==> config.mk <==
export PLATFORM = sky130hd
export DESIGN_NAME = pce_mac
export DESIGN_NICKNAME = d
export VERILOG_FILES = /design/src/sv/pce_pkg.sv /design/src/sv/pce_mac.sv
export SDC_FILE = /design/constraint.sdc
export NUM_CORES = 2
export LEC_CHECK = 0
export ABC_CLOCK_PERIOD_IN_PS = 12540
export BUFFER_PORTS_ARGS = -buffer_cell sky130_fd_sc_hd__buf_2
export CAP_MARGIN = 20
export CORE_MARGIN = 1
export CORE_UTILIZATION = 65
export CTS_BUF_LIST = sky130_fd_sc_hd__clkbuf_16
export CTS_CLUSTER_SIZE = 12
export DETAILED_ROUTE_END_ITERATION = 7
export GPL_TIMING_DRIVEN = 0
export PLACE_DENSITY_LB_ADDON = 0.12
export SYNTH_ARGS = -nofsm -noshare
export SYNTH_HDL_FRONTEND = slang
export SYNTH_SLANG_ARGS = --single-unit
export TNS_END_PERCENT = 5
==> constraint.sdc <==
create_clock -name clk -period 12.54 [get_ports clk]
set_clock_uncertainty 0.15 [all_clocks]
set_input_delay 3.135 -clock clk [delete_from_list [all_inputs] [get_ports clk]]
set_output_delay 3.135 -clock clk [all_outputs]
set_load 0.01 [all_outputs]
==> src/sv/pce_pkg.sv <==
// Shared types, constants and widths for the pitch correlation energy block.
// No dependencies; every other file of the block imports this package.
`default_nettype none

package pce_pkg;

  // Storage and tap count
  localparam int BUF_DEPTH = 512;
  localparam int TAPS      = 20;
  localparam int ADDR_W    = $clog2(BUF_DEPTH);
  localparam int CNT_W     = $clog2(TAPS + 1);

  // Field widths
  localparam int SAMPLE_W   = 16;
  localparam int SIDX_W     = 9;
  localparam int SUBF_W     = 3;
  localparam int LAG_W      = 9;
  localparam int CORR_W     = 36;
  localparam int ENERGY_W   = 35;
  localparam int RIDX_W     = 12;

  // Configuration register widths and port
  localparam int BUF_LEN_W  = 10;
  localparam int STRIDE_W   = 10;
  localparam int NSUB_W     = 4;
  localparam int MINP_W     = 9;
  localparam int NLAGS_W    = 10;
  localparam int CFG_IDX_W  = 3;
  localparam int CFG_DATA_W = 10;

  // Signed width that holds target and window start positions
  localparam int POS_W = 17;

  // Accumulator widths grow with the tap count
  localparam int ACC_W  = 32 + $clog2(TAPS);
  localparam int EACC_W = 31 + $clog2(TAPS);

  // Saturation compare widths, one bit above the wider side
  localparam int SAT_W  = ((ACC_W > CORR_W) ? ACC_W : CORR_W) + 1;
  localparam int ESAT_W = ((EACC_W > ENERGY_W) ? EACC_W : ENERGY_W) + 1;

  localparam logic signed [SAT_W-1:0] CORR_SAT_MAX =
    {{(SAT_W-CORR_W+1){1'b0}}, {(CORR_W-1){1'b1}}};
  localparam logic signed [SAT_W-1:0] CORR_SAT_MIN =
    {{(SAT_W-CORR_W+1){1'b1}}, {(CORR_W-1){1'b0}}};
  localparam logic [ESAT_W-1:0] ENERGY_SAT_MAX =
    {{(ESAT_W-ENERGY_W){1'b0}}, {ENERGY_W{1'b1}}};

  // Reset values of the configuration registers
  localparam logic [BUF_LEN_W-1:0] BUF_LEN_RST = BUF_LEN_W'(512);
  localparam logic [STRIDE_W-1:0]  STRIDE_RST  = STRIDE_W'(40);
  localparam logic [NSUB_W-1:0]    NSUB_RST    = NSUB_W'(4);
  localparam logic [MINP_W-1:0]    MINP_RST    = MINP_W'(32);
  localparam logic [NLAGS_W-1:0]   NLAGS_RST   = NLAGS_W'(128);

  typedef logic signed [SAMPLE_W-1:0] sample_t;

  typedef enum logic {
    REQ_LOAD    = 1'b0,
    REQ_COMPUTE = 1'b1
  } req_type_e;

  typedef enum logic [CFG_IDX_W-1:0] {
    CFG_BUFFER_LENGTH   = 3'd0,
    CFG_SUBFRAME_STRIDE = 3'd1,
    CFG_NUM_SUBFRAMES   = 3'd2,
    CFG_MIN_PITCH       = 3'd3,
    CFG_NUM_LAGS        = 3'd4
  } cfg_reg_e;

  typedef enum logic [2:0] {
    ST_IDLE,
    ST_SETUP,
    ST_RUN,
    ST_DRAIN,
    ST_DONE
  } state_e;

  typedef enum logic {
    ERR_OK    = 1'b0,
    ERR_RANGE = 1'b1
  } err_code_e;

  // Control from the sequencer to the accumulator
  typedef struct packed {
    logic clear;
    logic acc_en;
  } mac_ctrl_t;

endpackage

`default_nettype wire

==> src/sv/pce_mac.sv <==
// Correlation and energy accumulators with output saturation.
// Depends on pce_pkg for widths and the mac_ctrl_t control group.
`default_nettype none

module pce_mac import pce_pkg::*; (
  input  wire logic               clk,
  input  wire mac_ctrl_t          ctrl,
  input  wire sample_t            tgt,
  input  wire sample_t            win,
  output logic signed [CORR_W-1:0] corr,
  output logic [ENERGY_W-1:0]     energy
);

  logic signed [ACC_W-1:0]  acc_c;
  logic [EACC_W-1:0]        acc_e;
  logic signed [31:0]       prod_c;
  logic signed [31:0]       prod_e;
  logic signed [SAT_W-1:0]  corr_x;
  logic [ESAT_W-1:0]        energy_x;

  assign prod_c = tgt * win;
  assign prod_e = tgt * tgt;

  // One tap per cycle while acc_en is set
  always_ff @(posedge clk) begin
    if (ctrl.clear) begin
      acc_c <= '0;
      acc_e <= '0;
    end else if (ctrl.acc_en) begin
      acc_c <= acc_c + ACC_W'(prod_c);
      acc_e <= acc_e + EACC_W'(prod_e[30:0]);
    end
  end

  // Clamp to the result ranges, energy floored at one
  assign corr_x   = SAT_W'(acc_c);
  assign energy_x = ESAT_W'(acc_e);

  always_comb begin
    if (corr_x > CORR_SAT_MAX) begin
      corr = CORR_W'(CORR_SAT_MAX);
    end else if (corr_x < CORR_SAT_MIN) begin
      corr = CORR_W'(CORR_SAT_MIN);
    end else begin
      corr = CORR_W'(corr_x);
    end

    if (energy_x > ENERGY_SAT_MAX) begin
      energy = ENERGY_W'(ENERGY_SAT_MAX);
    end else if (energy_x == '0) begin
      energy = ENERGY_W'(1);
    end else begin
      energy = ENERGY_W'(energy_x);
    end
  end

endmodule

`default_nettype wire

==> run_results.csv <==
group,metric,value,unit
outcome,outcome,"complete, no violations",
timing,setup_viol,0,
clock_network,cts_tree,"yes",
logic_synthesis,async_flop_share,0,
timing,hold_slack,0.393,ns
worst_setup_path,cp.required,12.63,ns
logic_synthesis,syn_area_per_cell,8.89,sq um
drt,routed_wl,70.9,mm
logic_synthesis,synth.area.top_cells,"fa_1 (43%), ha_1 (11%), inv_1 (9.3%)",
grt,grt_pass1_vias,21400,
logic_synthesis,yosysTopAreaCellShare,0.431,
clock_network,hold_buffers,0,
logic_synthesis,yosysTopAreaCell,"fa_1",
drt,wire_per_inst,20.4,um
timing,relSlewSlack,0.209,
worst_setup_path,path_buf_inv,6,
clock_network,post-cts-setup-buffers,0,
timing,tns,0,ns
worst_setup_path,critPathLaunchType,"input port",
timing,final_max_slew_viol_count,0,
drt,vias,20400,
layout,n_fill_cell,3092,
clock_network,clk_path_buf_depth,2,
die,rows,71,
placement,gp_congestion,1.01,
logic_synthesis,synthFlopType,"dfxtp_1",
placement,dp_hpwl,59.9,mm
timing,min_period,12.18,ns
logic_synthesis,ys_ff_latch,73,
grt,grt_usage,0.381,
timing,rsz0062_at_grt,"no",
timing,max_freq,82.1,MHz
layout,fin_nets,3769,
clock_network,ctsResizeCount,0,
drt,drtIter0Drc,1624,
die,die_w,199,um
worst_setup_path,cp.arrival,12.27,ns
logic_synthesis,syn-num-nets,3658,
grt,grt_pass1_wl,113,mm
worst_setup_path,cp-end-kind,"flop",
drt,viasPerCell,5.88,
logic_synthesis,syn_inst,2847,
timing,period_share,0.971,
grt,grt.overflow.total,0,
clock_network,clkTransAtPathRegs,0.06,ns
clock_network,cts-root-buf,"clkbuf_16",
logic_synthesis,synthDistinctLibCells,78,
placement,portBuffers,100,
die,core_area,38000,sq um
layout,drive_gt1_frac,0.0597,
drt,drc,0,
clock_network,clock_latency,0.38,ns
die,die_y,199,um
drt,ant_nets,0,
run,cap_viol_max_count,0,
timing,finalHoldViolCount,0,
clock_network,cts_buffers,9,
grt,antenna_found_initial,2,
logic_synthesis,synth.cell_area,25300,sq um
worst_setup_path,cp_common_cell,"fa_1",
die,start_util,0.666,
hold_path,hold_path_class,"reg -> reg",
drt,drtPass1Iterations,5,
worst_setup_path,critPathMaxStageDelay,0.74,ns
logic_synthesis,synth.most_common_cell,"inv_1",
die,ios,106,
layout,area_growth,5.65,%
logic_synthesis,synth_edf_count,0,
logic_synthesis,synth-seq-area-share,0.0577,
logic_synthesis,ys_warn_count,0,
logic_synthesis,synth_commonest_cells,"inv_1 (629), fa_1 (545), nand2_1 (310)",
worst_setup_path,crit_type,"in -> reg",
die,die-area,39700,sq um
clock_network,clkSinkCount,73,
timing,tightest_slew,1.19,ns
worst_setup_path,crit_fanout,10,
clock_network,htreeDepth,3,
worst_setup_path,cp_slowest_cell,"fa_1",
grt,grt_max_degree,21,
worst_setup_path,critPathTopFamily,"adder cells",
==> registers in the layout (all words and copies together), names as in the netlist <==
| register | cells |
|---|---|
| acc_c | 37 |
| acc_e | 36 |
==> kinds of logic (layout without fill, tap and decap cells) <==
group                      Yosys count  after routing  share of synthesized area
adders and majority gates          776            776                      0.545
and+or+nand+nor                    774            774                      0.148
buffers and inverters              747            863                      0.111
AOI/OAI and AO/OA                  337            337                     0.0878
xor gates and xnor gates            99             99                     0.0342
DFF                                 73             73                     0.0577
muxes                               41             41                     0.0163
other                                0              2                          0
==> layout make-up <==
| class | instances | area (sq um) | area share |
|---|---|---|---|
| Multi-Input combinational cell | 2027 | 21000 | 0.787 |
| Tap cell | 511 | 639 | 0.0239 |
| Inverter | 631 | 2370 | 0.0885 |
| Timing Repair Buffer | 100 | 500 | 0.0187 |
| Sequential cell | 73 | 1460 | 0.0546 |
| Antenna cell | 2 | 5.00 | 0.000187 |
| Clock inverter | 7 | 56.3 | 0.00210 |
| Clock buffer | 9 | 225 | 0.00842 |
| Buffer | 116 | 450 | 0.0168 |
==> layout by cell type (no fill, tap or decap), types with 12 or more instances in the layout <==
master	netlist	final
a21o_1	54	54
a21oi_1	79	79
a31oi_1	14	14
and2_1	137	137
buf_2	3	103
clkbuf_1	101	98
dfxtp_1	73	73
fa_1	545	545
ha_1	231	231
inv_1	629	633
mux2i_1	39	39
nand2_1	310	310
nand2b_1	28	28
nand3_1	17	17
nor2_1	152	152
nor2b_1	12	12
o21ai_0	73	73
o21ai_1	15	15
or2_2	36	36
xnor2_1	68	68
xor2_1	31	31
==> per-stage QoR <==
stage / std cells / util / setup slack (ns) / area (sq um)
after CTS: 3474 / 0.703 / 0.517 / 26700
final: 3476 / 0.704 / 0.363 / 26700
after detailed placement: 3458 / 0.696 / 0.230 / 26500
after floorplan: 2847 / - / 1.98 / 25300
after global routing: 3475 / 0.703 / 0.0378 / 26700
after global placement: 3458 / 0.696 / 0.271 / 26500
==> final timing paths <==
kind                            slack [ns]   endpoint       from  cells past startpoint
worst min register to register        0.39   acc_c[0]   acc_c[0]                      2
worst min-delay path                  0.39   acc_c[0]   acc_c[0]                      2
worst max register to register        6.78  acc_c[35]  acc_c[15]                     19
worst max-delay path                  0.36  acc_e[35]    tgt[15]                     30
==> worst register-to-register path, cell delays in order, from the launching register on <==
cell and delay (ns):
dfxtp_1 0.37, inv_1 0.10, fa_1 0.51, inv_1 0.05, fa_1 0.47, fa_1 0.51, inv_1 0.05, fa_1 0.53
inv_1 0.05, fa_1 0.45, ha_1 0.34, inv_1 0.16, nor2_1 0.11, a221o_1 0.34, a21o_1 0.20, a211oi_2 0.38
o211ai_2 0.18, a221oi_2 0.34, nor4b_1 0.10, a211o_1 0.26
==> routing by layer <==
layer / track usage / up-vias / share of wire
met3: 0.0876 / 213 / 0.10
met1: 0.511 / 10300 / 0.39
met4: 0.175 / 2 / 0.050
met2: 0.589 / 976 / 0.46
met5: 0 / - / 0.00017
li1: - / 8949 / -
Power is not shown: default switching activity piles up to over one toggle a cycle in this logic, so the estimate is an artifact.
